===== src/hdl/pidc_pkg.sv =====
`default_nettype none
package pidc_pkg;

  localparam int unsigned ErrorWidth = 8;
  localparam int unsigned QWidth     = 16;
  localparam int unsigned SumWidth   = 32;
  localparam int unsigned FracBits   = 8;
  localparam int unsigned ApbData    = 32;
  localparam int unsigned ApbAddr    = 4;

  typedef logic signed [ErrorWidth-1:0] error_t;
  typedef logic signed [QWidth-1:0]     q88_t;
  typedef logic signed [SumWidth-1:0]   q1616_t;
  typedef logic signed [QWidth:0]       diff_t;

  typedef enum logic [1:0] {
    REG_KP = 2'd0,
    REG_KI = 2'd1,
    REG_KD = 2'd2
  } reg_index_t;

  localparam q88_t KpReset = 16'sd256;
  localparam q88_t KiReset = 16'sd64;
  localparam q88_t KdReset = 16'sd128;

endpackage
`default_nettype wire


===== src/hdl/pidc_ifs.sv =====
`default_nettype none
interface pidc_sample_if;
  logic              valid;
  logic              ready;
  pidc_pkg::error_t  error_value;

  modport source(output valid, output error_value, input ready);
  modport sink(input valid, input error_value, output ready);
endinterface

interface pidc_drive_if;
  logic            valid;
  logic            ready;
  pidc_pkg::q88_t  control_output;

  modport source(output valid, output control_output, input ready);
  modport sink(input valid, input control_output, output ready);
endinterface
`default_nettype wire


===== src/hdl/pid_controller_fixed_point_unit.sv =====
// an accepted error beat goes via the stage and output registers to the drive side
// throughput: one beat per cycle while drive is ready; integral and previous error
//   update on accept; products and sum are formed between stage and output registers
// a stalled output register holds a full stage register; an empty one takes one beat
// reset (rst, synchronous): gains return to 1.0 / 0.25 / 0.5, integral and previous
//   error clear to zero, both pipeline stages empty
`default_nettype none
module pid_controller_fixed_point_unit (
  input  wire                                clk,
  input  wire                                rst,
  pidc_sample_if.sink                        sample,
  pidc_drive_if.source                       drive,
  input  wire                                psel,
  input  wire                                penable,
  input  wire                                pwrite,
  input  wire  [pidc_pkg::ApbAddr-1:0]       paddr,
  input  wire  [pidc_pkg::ApbData-1:0]       pwdata,
  output logic [pidc_pkg::ApbData-1:0]       prdata,
  output logic                               pready
);
  import pidc_pkg::*;

  // configuration
  q88_t       proportional_gain;
  q88_t       integral_gain;
  q88_t       derivative_gain;
  reg_index_t reg_sel;
  logic       cfg_write;

  assign pready    = 1'b1;
  assign reg_sel   = reg_index_t'(paddr[3:2]);
  assign cfg_write = psel && penable && pwrite;

  always_ff @(posedge clk) begin
    if (rst) begin
      proportional_gain <= KpReset;
      integral_gain     <= KiReset;
      derivative_gain   <= KdReset;
    end else if (cfg_write) begin
      unique case (reg_sel)
        REG_KP:  proportional_gain <= q88_t'(pwdata[QWidth-1:0]);
        REG_KI:  integral_gain     <= q88_t'(pwdata[QWidth-1:0]);
        REG_KD:  derivative_gain   <= q88_t'(pwdata[QWidth-1:0]);
        default: ;
      endcase
    end
  end

  always_comb begin
    unique case (reg_sel)
      REG_KP:  prdata = {{(ApbData-QWidth){proportional_gain[QWidth-1]}}, proportional_gain};
      REG_KI:  prdata = {{(ApbData-QWidth){integral_gain[QWidth-1]}}, integral_gain};
      REG_KD:  prdata = {{(ApbData-QWidth){derivative_gain[QWidth-1]}}, derivative_gain};
      default: prdata = '0;
    endcase
  end

  // controller state
  q1616_t integral_sum;
  q88_t   previous_error;
  q1616_t integral_sum_next;
  q88_t   error_q;
  diff_t  diff_next;
  logic   accept;
  logic   advance;

  // stage register
  logic   s1_valid;
  error_t s1_error;
  q1616_t s1_sum;
  diff_t  s1_diff;

  // output register
  logic   out_valid;
  q88_t   out_value;

  assign advance      = !out_valid || drive.ready;
  assign sample.ready = !s1_valid || advance;
  assign accept       = sample.valid && sample.ready;

  assign error_q           = {sample.error_value, {FracBits{1'b0}}};
  // error in Q16.16 is the integer sample shifted up by sixteen
  assign integral_sum_next = integral_sum
                           + {{(SumWidth-ErrorWidth-2*FracBits){sample.error_value[ErrorWidth-1]}},
                              sample.error_value, {(2*FracBits){1'b0}}};
  assign diff_next         = {error_q[QWidth-1], error_q}
                           - {previous_error[QWidth-1], previous_error};

  always_ff @(posedge clk) begin
    if (rst) begin
      integral_sum   <= '0;
      previous_error <= '0;
    end else if (accept) begin
      integral_sum   <= integral_sum_next;
      previous_error <= error_q;
    end
  end

  always_ff @(posedge clk) begin
    if (rst) begin
      s1_valid <= 1'b0;
    end else if (sample.ready) begin
      s1_valid <= sample.valid;
    end
  end

  always_ff @(posedge clk) begin
    if (accept) begin
      s1_error <= sample.error_value;
      s1_sum   <= integral_sum_next;
      s1_diff  <= diff_next;
    end
  end

  // products and sum
  q88_t                     s1_error_q;
  logic signed [31:0]       p_full;
  logic signed [47:0]       i_full;
  logic signed [32:0]       d_full;
  logic [SumWidth-1:0]      total;

  assign s1_error_q = {s1_error, {FracBits{1'b0}}};
  assign p_full     = proportional_gain * s1_error_q;
  assign i_full     = integral_gain * s1_sum;
  assign d_full     = derivative_gain * s1_diff;
  // integral product is Q24.24, floor back to Q16.16 by dropping eight bits
  assign total      = p_full[SumWidth-1:0]
                    + i_full[SumWidth+FracBits-1:FracBits]
                    + d_full[SumWidth-1:0];

  always_ff @(posedge clk) begin
    if (rst) begin
      out_valid <= 1'b0;
    end else if (advance) begin
      out_valid <= s1_valid;
    end
  end

  always_ff @(posedge clk) begin
    if (advance && s1_valid) begin
      out_value <= q88_t'(total[QWidth+FracBits-1:FracBits]);
    end
  end

  assign drive.valid          = out_valid;
  assign drive.control_output = out_value;

  a_prev_tracks: assert property (@(posedge clk) disable iff (rst)
    accept |=> previous_error == {$past(sample.error_value), {FracBits{1'b0}}})
    else $error("previous error not updated by accepted beat");

  a_integral_tracks: assert property (@(posedge clk) disable iff (rst)
    accept |=> integral_sum == s1_sum)
    else $error("stage sum differs from integral state");

  a_stage_holds: assert property (@(posedge clk) disable iff (rst)
    (s1_valid && !advance) |=> s1_valid && $stable(s1_sum) && $stable(s1_diff))
    else $error("stage register lost data under stall");

  a_stage_fills: assert property (@(posedge clk) disable iff (rst)
    accept |=> s1_valid)
    else $error("accepted beat not held in stage register");

  a_gain_reset: assert property (@(posedge clk)
    rst |=> proportional_gain == KpReset && integral_gain == KiReset
            && derivative_gain == KdReset)
    else $error("gains not restored by reset");

endmodule
`default_nettype wire

===== src/flat_wrapper.sv =====
// flat-port wrapper written by rule: the top's interface ports become plain ports
module pid_controller_fixed_point_unit_flat import pidc_pkg::*;
  (clk, rst, psel, penable, pwrite, paddr, pwdata, prdata, pready, sample_valid, sample_error_value, sample_ready, drive_valid, drive_control_output, drive_ready);
  pidc_sample_if sample_i ();
  pidc_drive_if drive_i ();
  input  wire clk;
  input  wire rst;
  input  wire psel;
  input  wire penable;
  input  wire pwrite;
  input  wire  [pidc_pkg::ApbAddr-1:0] paddr;
  input  wire  [pidc_pkg::ApbData-1:0] pwdata;
  output logic [pidc_pkg::ApbData-1:0] prdata;
  output logic pready;
  input wire logic [$bits(sample_i.valid)-1:0] sample_valid;
  input wire logic [$bits(sample_i.error_value)-1:0] sample_error_value;
  output wire logic [$bits(sample_i.ready)-1:0] sample_ready;
  output wire logic [$bits(drive_i.valid)-1:0] drive_valid;
  output wire logic [$bits(drive_i.control_output)-1:0] drive_control_output;
  input wire logic [$bits(drive_i.ready)-1:0] drive_ready;
  assign sample_i.valid = sample_valid;
  assign sample_i.error_value = sample_error_value;
  assign sample_ready = sample_i.ready;
  assign drive_valid = drive_i.valid;
  assign drive_control_output = drive_i.control_output;
  assign drive_i.ready = drive_ready;
  pid_controller_fixed_point_unit u_core (.clk(clk), .rst(rst), .sample(sample_i), .drive(drive_i), .psel(psel), .penable(penable), .pwrite(pwrite), .paddr(paddr), .pwdata(pwdata), .prdata(prdata), .pready(pready));
endmodule

===== config.mk =====
export PLATFORM = sky130hd
export DESIGN_NAME = pid_controller_fixed_point_unit_flat
export DESIGN_NICKNAME = d
export VERILOG_FILES = /design/src/hdl/pidc_pkg.sv /design/src/hdl/pidc_ifs.sv /design/src/hdl/pid_controller_fixed_point_unit.sv /design/src/flat_wrapper.sv
export SDC_FILE = /design/constraint.sdc
export NUM_CORES = 1
export LEC_CHECK = 0
export BUFFER_PORTS_ARGS = -buffer_cell sky130_fd_sc_hd__buf_2
export CAP_MARGIN = 25
export CORE_MARGIN = 5
export CORE_UTILIZATION = 57
export DETAILED_ROUTE_END_ITERATION = 8
export GPL_TIMING_DRIVEN = 0
export HOLD_SLACK_MARGIN = 0.02
export PLACE_DENSITY = 0.79
export SKIP_LAST_GASP = 1
export SLEW_MARGIN = 20
export SYNTH_ARGS = -nofsm -noshare
export SYNTH_HDL_FRONTEND = slang
export SYNTH_SLANG_ARGS = --single-unit
export TNS_END_PERCENT = 100

===== constraint.sdc =====
create_clock -name clk -period 8.5 [get_ports clk]
set_input_delay 0.425 -clock clk [delete_from_list [all_inputs] [get_ports clk]]
set_output_delay 0.425 -clock clk [all_outputs]
set_load 0.005 [all_outputs]

* Word level (Yosys, flattened, before mapping)
Cells that the tools add are included.
** Operators by class
- Add/subtract/negate cells :: 4
- Multipliers :: 3
- Eq/ne operators :: 2
- Muxes and demuxes :: 1
- Reduce and logical (&&, ||, !) cells :: 12
** Operator list (count)
- $pmux 32 s3 :: 1
- $add 24x24->24 :: 2
- $add 32x32->32 :: 1
- $mul 16x32->32 :: 1
- $mul 16x17->24 :: 1
- $sub 16x16->17 :: 1
- $mul 16x8->16 :: 1
- $reduce_and 2->1 :: 3
- $logic_and 1x1->1 :: 4
- $eq 2x1->1 const B :: 1
- $eq 2x2->1 const B :: 1
- $logic_not 1->1 :: 2
- $logic_not 2->1 :: 1
- $logic_or 1x1->1 :: 2
** Word-level totals
- Register bits after elaboration :: 163
- Bits of input ports :: 51
- Output and inout port bits :: 51
- Logic and storage cells :: 33

* Longest topological paths before layout
Gate-level depths: netlist of the first run.
- Depth after elaboration :: 4
- Depth in mapped cells :: 39

* Least setup slack after synthesis of the first run
OpenSTA, ideal clock, no wires.
- Kind :: register -> register
- Start point :: register u_core.integral_gain[1]
- End point :: register u_core.out_value[15], in the netlist u_core.drive.control_output[15], data pin
- Library setup time :: 260 ps
- Arrival time :: 9031 ps
- Data required time :: 8240 ps
- Slack :: -791 ps
- Cell stages (with the launch flop) :: 38
- Path buffers :: 1
- Period minus slack after synthesis :: 9291 ps
- Cells stage by stage :: dfxtp_1 > clkbuf_1 > nand2_1 > fa_1 > fa_1 > inv_1 > ha_1 > inv_1 > fa_1 > inv_1 > fa_1 > inv_1 > fa_1 > inv_1 > ha_1 > nor3_1 > o21ai_0 > a31oi_1 > [... 2 more ...] > o41ai_2 > xnor2_1 > fa_1 > fa_1 > ha_1 > fa_1 > inv_1 > fa_1 > fa_1 > xnor2_1 > xnor2_1 > xnor2_1 > xnor2_1 > xnor2_1 > xnor2_1 > xnor2_1 > xnor2_1 > xnor2_1
** Between the ends
- Cells in the longest elaborated chain, start to end :: 3
** Ends and longest elaborated chain
- start: declaration :: line pid_controller_fixed_point_unit.sv:25 : q88_t integral_gain;
- start signal: assignment :: line pid_controller_fixed_point_unit.sv:37 : integral_gain <= KiReset;
- start signal: assignment :: line pid_controller_fixed_point_unit.sv:42 : REG_KI: integral_gain <= q88_t'(pwdata[QWidth-1:0]);
- $mul 16x32->32 :: line pid_controller_fixed_point_unit.sv:124 : assign i_full = integral_gain * s1_sum;
- $add 24x24->24 :: line pid_controller_fixed_point_unit.sv:128 : + i_full[SumWidth+FracBits-1:FracBits]
- $add 24x24->24 :: line pid_controller_fixed_point_unit.sv:129 : + d_full[SumWidth-1:0];
- via u_core.total[23] :: line pid_controller_fixed_point_unit.sv:120 : logic [SumWidth-1:0] total;
- end signal: assignment :: line pid_controller_fixed_point_unit.sv:141 : out_value <= q88_t'(total[QWidth+FracBits-1:FracBits]);
- end: declaration :: line pid_controller_fixed_point_unit.sv:75 : q88_t out_value;
The timed path passes the listed nets, and every way through them passes these cells.
A chain may end at the register's enable or synchronous reset.

* Final worst setup path of the first run
- Start point :: register u_core.s1_sum[18]
- End point :: register u_core.out_value[15], in the netlist u_core.drive.control_output[15], data pin
** Between the ends
- Cells in the longest elaborated chain, start to end :: 3
** Ends and longest elaborated chain
- start: declaration :: line pid_controller_fixed_point_unit.sv:70 : q1616_t s1_sum;
- start signal: assignment :: line pid_controller_fixed_point_unit.sv:110 : s1_sum <= integral_sum_next;
- $mul 16x32->32 :: line pid_controller_fixed_point_unit.sv:124
- $add 24x24->24 :: line pid_controller_fixed_point_unit.sv:128
- $add 24x24->24 :: line pid_controller_fixed_point_unit.sv:129
- via u_core.total[23] :: line pid_controller_fixed_point_unit.sv:120
The timed path passes the listed nets, and every way through them passes these cells.

==> results of run 1 <==
-- final timing paths --
kind | endpoint | depth (start not counted)
max | u_core.drive.control_output[15] | 38
min reg2reg | u_core.derivative_gain[5] | 2
max reg2reg | u_core.drive.control_output[15] | 38
min | u_core.s1_error[0] | 1
-- layout make-up --
class	count	area share
flip-flops and latches	123	0.1469
inverters	401	0.07459
clock buffers	17	0.02108
multi-input cells	1382	0.6649
well taps	396	0.02455
clock inverters	15	0.008929
plain buffers	88	0.02499
repair buffers	110	0.03398
-- layer usage --
metal  up-vias  wire [um]
li1       6269          -
met1      6881      17520
met2       619      22910
met3       133       3337
met4         0       2242
met5         -          0
-- repair_timing --
item,CTS,global route
gates resized for setup,39,59
setup buffers,16,10
endpoints found under the setup margin,6,8
pin swaps,26,16
-- layout by cell type (no fill, tap or decap), types with 45 or more instances in the layout --
master	n
fa_1	266
dfxtp_1	68
nand2_1	310
a21oi_1	86
clkbuf_1	45
and2_1	192
edfxtp_1	49
ha_1	166
inv_1	385
buf_2	88
xnor2_1	91
-- critical path: cells and delay by family (launching register included) --
family | cells | cell delay [ns]
fa+ha+maj | 13 | 5.37
xor+xnor | 10 | 1.67
compound gates | 4 | 0.84
buf+inv | 8 | 0.59
flops | 1 | 0.50
simple gates | 3 | 0.38
-- power by group --
group	total [mW]	internal [mW]	leakage (nW)	switching (mW)
registers	0.810	0.757	1.08	0.0531
clock network	0.759	0.443	0.292	0.316
logic	2.61	1.24	8.33	1.37
total	4.18	2.44	9.70	1.74
-- metrics by stage --
stage | worst slack (ns) | utilization | hold WS, ns | instances | total power [mW]
floorplan | -0.5495 | - | 0.4351 | 1997 | 2.480
global placement | -1.293 | 0.6150 | 0.4422 | 2474 | 2.906
detailed placement | -1.388 | 0.6174 | 0.4461 | 2477 | 2.998
CTS | -1.107 | 0.6465 | 0.2360 | 2523 | 3.881
global route | -1.512 | 0.6580 | 0.2354 | 2532 | 4.501
finish | -1.122 | 0.6580 | 0.2360 | 2532 | 4.180
-- logic make-up after synthesis --
| logic type | share of synthesized area |
|---|---|
| other | 0.0002109 |
| buffers and inverters | 0.1080 |
| adder cells (fa/ha/maj) | 0.4316 |
| AO/OA/AOI/OAI | 0.05454 |
| multiplexers | 0.01077 |
| AND/OR/NAND/NOR | 0.1668 |
| XOR/XNOR | 0.06199 |
| flip-flops | 0.1661 |
-- state kept, by name, indices dropped and copies added, names as in the netlist --
register,count
u_core.integral_sum,16
u_core.drive.valid,1
u_core.proportional_gain,16
u_core.integral_gain,16
u_core.drive.control_output,16
u_core.previous_error,8
u_core.s1_error,8
u_core.s1_diff,9
u_core.s1_sum,16
u_core.derivative_gain,16
u_core.s1_valid,1
==> summary.md, run 1 <==
| Metric | Value |
|---|---|
| GRT Total Usage | 0.2663 |
| Share of the synthesized area in the top cell type | 0.3029 |
| Worst slew pin tran | 0.8440 ns |
| Unrepaired setup endpoints after global routing | yes |
| Global route hottest layer | met2 |
| R2R Setup Slk | -1.12 ns |
| Drt pass-1 iters | 6 |
| Setup total negative slack | -2.982 ns |
| Vias in the first global route | 14,850 |
| Worst-Skew Late Latency | 0.43 ns |
| Congestion Overflow GR | 0 |
| Worst r2r src | u_core.s1_sum[18] |
| Cells after synthesis | 1,997 |
| Yosys Warn Count | 0 |
| Die area | 0.03483 mm2 |
| Diodes inserted | 0 |
| Slew Limit Fails | 0 |
| Failing checks | negative setup slack |
| Top cells by area, synth | fa_1, ha_1, inv_1 |
| WP data arrival | 9.80 ns |
| Hold Path Origin | sample_error_value[0] |
| Met3 GRT Util | 0.03438 |
| Total nets after synthesis | 2,500 |
| Yosys cell types | 53 |
| Die height | 186.6 um |
| M1 GR Usage | 0.3367 |
| CP max stage delay | 0.52 ns |
| Post-synth top cells | inv_1, nand2_1, fa_1 |
| GPL Wtd Cong | 0.9204 |
| Hold Vio Cnt, Final | 0 |
| Seq/Total Area, Yosys | 0.1661 |
| Area of the multi-input gates | 0.01342 mm2 |
| Starting Density | 0.5798 |
| Met2 usage in global routing | 0.4665 |
| Post-synth top flop | dfxtp_1 |
| Fraction of registers with async set/reset | 0 |
| Power Dens Cells | 207.2 mW/mm2 |
| Antenna-violating nets left | 0 |
| Seq cells post-synth | 123 |
| Max-cap viol count | 0 |
| Worst-path fanout max | 5 |
| Final Worst Setup Slack | -1.122 ns |
| Worst rel slew slack | 0.4361 |
| Core area | 0.03067 mm2 |
| # fillers | 2,360 |
| Ports | 102 |
| Hold WC Path Type | in2reg |
| H-tree levels | 4 |
| CTS Sinks | 123 |
| First-pass GRT wire length | 75.19 mm |
| Area Overhead vs Synth | 13.49% |
| Fin area | 0.02018 mm2 |
| Detailed-placement wirelength estimate | 36.64 mm |
| Crit start category | flip-flop |
| Critical path class | reg2reg |
| Final setup violation count | 6 |
| Mapped Area | 0.01778 mm2 |
| Worst path slowest cell | fa_1 |
| Std-Cell Rows | 64 |
| Run status | complete, but fails checks |
| Nets | 2,626 |
| DRC errors left | 0 |
| Iteration-0 DRC Markers | 1,004 |
| Die X | 186.6 um |
| Tcrit/Tclk final | 1.132 |
| Max frequency | 103.9 MHz |
| VDD IR max | 0.3349 mV |
| Leakage | 9.695 nW |
| Mean post-synth cell area | 8.904 um2 |
| Post-synthesis cell type with the largest combined area | fa_1 |
| Largest buffer count on any clock path | 2 |
| Clock skew | 0.01168 ns |
| Clk root buf | clkbuf_16 |
| Crit path top cell by count | fa_1 |
| Most frequent cell after synthesis | inv_1 |
| Initial antenna violation count | 0 |
| Critical path startpoint | u_core.s1_sum[18] |
| Routed len/inst | 18.17 um |
| IO buf count | 81 |
| Detailed Route WL | 46.01 mm |
| Number of synthesized flops with an enable pin | 49 |
| Placed cell areas | 0.01893 mm2 |
| FF+latch area | 0.002965 mm2 |
| CTS buffer count | 17 |
| Fin crit period | 9.622 ns |
| Largest net degree at the start of global routing | 25 |
| Hold-fix buffers at CTS | 0 |
| Share of layout cells above drive strength 1 | 0.1325 |
| Via/cell ratio | 5.491 |
| Vias | 13,900 |
| CTS clk-pin slew, worst paths | 0.07 ns |
| CTS tree | built |
| Required time worst endpoint | 8.68 ns |
| Crit path capture type | flip-flop |
(Power assumes the default switching activity.)
==> run 2, diff against run 1 <==
CORE_UTILIZATION = 58   (was 57)
PLACE_DENSITY = 0.85   (was 0.79)
==> run 2 against run 1 <==
Net effect: the run still ends with negative setup slack left; hold slack worse by 0.0043 ns; first-iteration DRC count increased by 13%; clock skew rose by 0.0012 ns; global-route usage up 1.7 points; via count increased by 1.4%; fmax is 0.36% higher; worst setup slack gained 0.035 ns; critical path depth is the same; routed wire length rose by 3.0%.
==> summary.md, run 2 (synthesis results as in run 1) <==
| Metric | Value |
|---|---|
| Critical path class | reg2reg |
| Share of layout cells above drive strength 1 | 0.1391 (+0.006567) |
| First-pass GRT wire length | 75.97 mm (+1.0%) |
| Starting Density | 0.5843 (+0.004577) |
| Failing checks | negative setup slack |
| Required time worst endpoint | 8.69 ns (about the same) |
| CTS buffer count | 17 (unchanged) |
| Crit path top cell by count | fa_1 |
| Nets | 2,633 (+0.27%) |
| Hold WC Path Type | in2reg |
| Vias | 14,100 (+1.4%) |
| Worst path slowest cell | fa_1 |
| Clk root buf | clkbuf_16 |
| Tcrit/Tclk final | 1.128 (-0.004120) |
| Fin cells | 2,539 (+0.28%) |
| IO buf count | 81 (unchanged) |
| Leakage | 9.731 nW (+0.37%) |
| Unrepaired setup endpoints after global routing | yes |
| Area Overhead vs Synth | 13.90% |
| Antenna-violating nets left | 0 (unchanged) |
| Slew Limit Fails | 0 (unchanged) |
| Max-cap viol count | 0 (unchanged) |
| Clock skew | 0.01290 ns (+0.001220 ns) |
| Vias in the first global route | 14,960 (+0.76%) |
| Std-Cell Rows | 64 (unchanged) |
| Drt pass-1 iters | 5 (-1) |
| DRC errors left | 0 (unchanged) |
| Congestion Overflow GR | 0 (unchanged) |
| Detailed-placement wirelength estimate | 36.70 mm (+0.17%) |
| Diodes inserted | 0 (unchanged) |
| Crit path capture type | flip-flop |
| Max frequency | 104.3 MHz (+0.36%) |
| WP data arrival | 9.77 ns (-0.03 ns) |
| GPL Wtd Cong | 0.9621 (+4.5%) |
| VDD IR max | 0.3946 mV (+18%) |
| Iteration-0 DRC Markers | 1,135 (+13%) |
| CP max stage delay | 0.52 ns (about the same) |
| Die height | 185.1 um (-0.82%) |
| Commonest non-fill, non-tap cell in the layout | inv_1 |
| GRT Total Usage | 0.2834 (+0.01712) |
| Routed len/inst | 18.66 um (+2.7%) |
| Worst rel slew slack | 0.4622 (+0.02612) |
| Detailed Route WL | 47.38 mm (+3.0%) |
| Fin area | 0.02025 mm2 (+0.37%) |
| Setup total negative slack | -3.343 ns (-0.3612 ns) |
| R2R Setup Slk | -1.09 ns (+0.04 ns) |
| Placement Setup Slack | -1.461 ns (-0.07298 ns) |
| Die area | 0.03426 mm2 (-1.6%) |
| Initial antenna violation count | 0 (unchanged) |
| Power Dens Cells | 207.7 mW/mm2 (+0.28%) |
| Placed cell areas | 0.01892 mm2 (about the same) |
| Most frequent cells in the layout | inv_1, nand2_1, fa_1 |
| Die X | 185.1 um (-0.82%) |
| Final core occ | 0.6656 (+0.007621) |
| Worst-Skew Late Latency | 0.44 ns (about the same) |
| Core area | 0.03043 mm2 (-0.78%) |
| Largest net degree at the start of global routing | 30 (+20%) |
| Hold Vio Cnt, Final | 0 (unchanged) |
| Placed cells | 2,477 (unchanged) |
| CTS clk-pin slew, worst paths | 0.07 ns (about the same) |
| Crit start category | flip-flop |
| Final Worst Setup Slack | -1.087 ns (+0.03502 ns) |
| Fin crit period | 9.587 ns (-0.03502 ns) |
| Via/cell ratio | 5.552 (+1.1%) |
| Largest buffer count on any clock path | 2 (unchanged) |
| Final setup violation count | 5 (-1) |
| CTS tree | built |
| Worst Reg2Reg Path Length in Cells | 38 (unchanged) |
| Hold Crit Depth | 1 (unchanged) |
| Run status | complete, but fails checks |
| Ports | 102 (unchanged) |
| Worst-path fanout max | 6 (+1) |
| Worst slew pin tran | 0.8005 ns (-0.04352 ns) |
| H-tree levels | 4 (unchanged) |
| CTS Sinks | 123 (unchanged) |
run 2: cell count changes in the layout (fill, tap and decap cells not counted), sizes merged:
cell / change
clkbuf: -2
buf: +9
clkinvlp: -1
inv: +1
run 2: timing repair:
| item | 4_1_cts | 5_1_grt |
|---|---|---|
| gates cloned | 0 | 1 |
| buffers inserted | 17 | 16 |
| hold buffers | 0 | 0 |
| resized for setup | 36 | 82 |
| endpoints found under the setup margin | 9 | 8 |
| pin swaps | 19 | 64 |
run 2: worst paths after layout:
path | startpoint | end
setup / recovery | u_core.s1_sum[19] | u_core.drive.control_output[15]
setup reg to reg | u_core.s1_sum[19] | u_core.drive.control_output[15]
hold reg to reg | u_core.derivative_gain[1] | u_core.derivative_gain[1]
hold / removal | sample_error_value[0] | u_core.s1_error[0]
run 2: per-layer routing:
layer,GRT usage,vias up,share of wire
met2,0.4697,740,0.48
met1,0.3521,6880,0.37
met5,0,-,0
met4,0.1562,0,0.064
met3,0.05204,191,0.086
li1,-,6286,-
run 2: stage by stage:
stage	power [mW]	hold slack [ns]
5_1_grt	4.536	0.2404
4_1_cts	3.850	0.2305
2_1_floorplan	2.480	0.4351
3_3_place_gp	2.889	0.4403
6_report	4.207	0.2317
3_5_place_dp	2.971	0.4461
run 2: final cells by class:
class,count,area [um2]
Timing Repair Buffer,117,765.7
Buffer,88,509.2
Tap cell,396,495.5
Inverter,401,1505
Clock buffer,17,425.4
Multi-Input combinational cell,1382,13410
Sequential cell,123,2965
Fill cell,2226,10180
Clock inverter,15,175.2
run 2: critical path: cells and delay by family (launching register included):
kind,cells,cell delay [ns]
adders and majority gates,13,5.53
xor gates and xnor gates,10,1.62
AOI/OAI and AO/OA,4,0.86
buffers and inverters,8,0.52
DFF,1,0.47
and+or+nand+nor,3,0.33
run 2: where the power goes:
part	internal, mW	switching (mW)
Combinational	1.26	1.37
Sequential	0.757	0.0583
Clock	0.442	0.323
Total	2.46	1.75
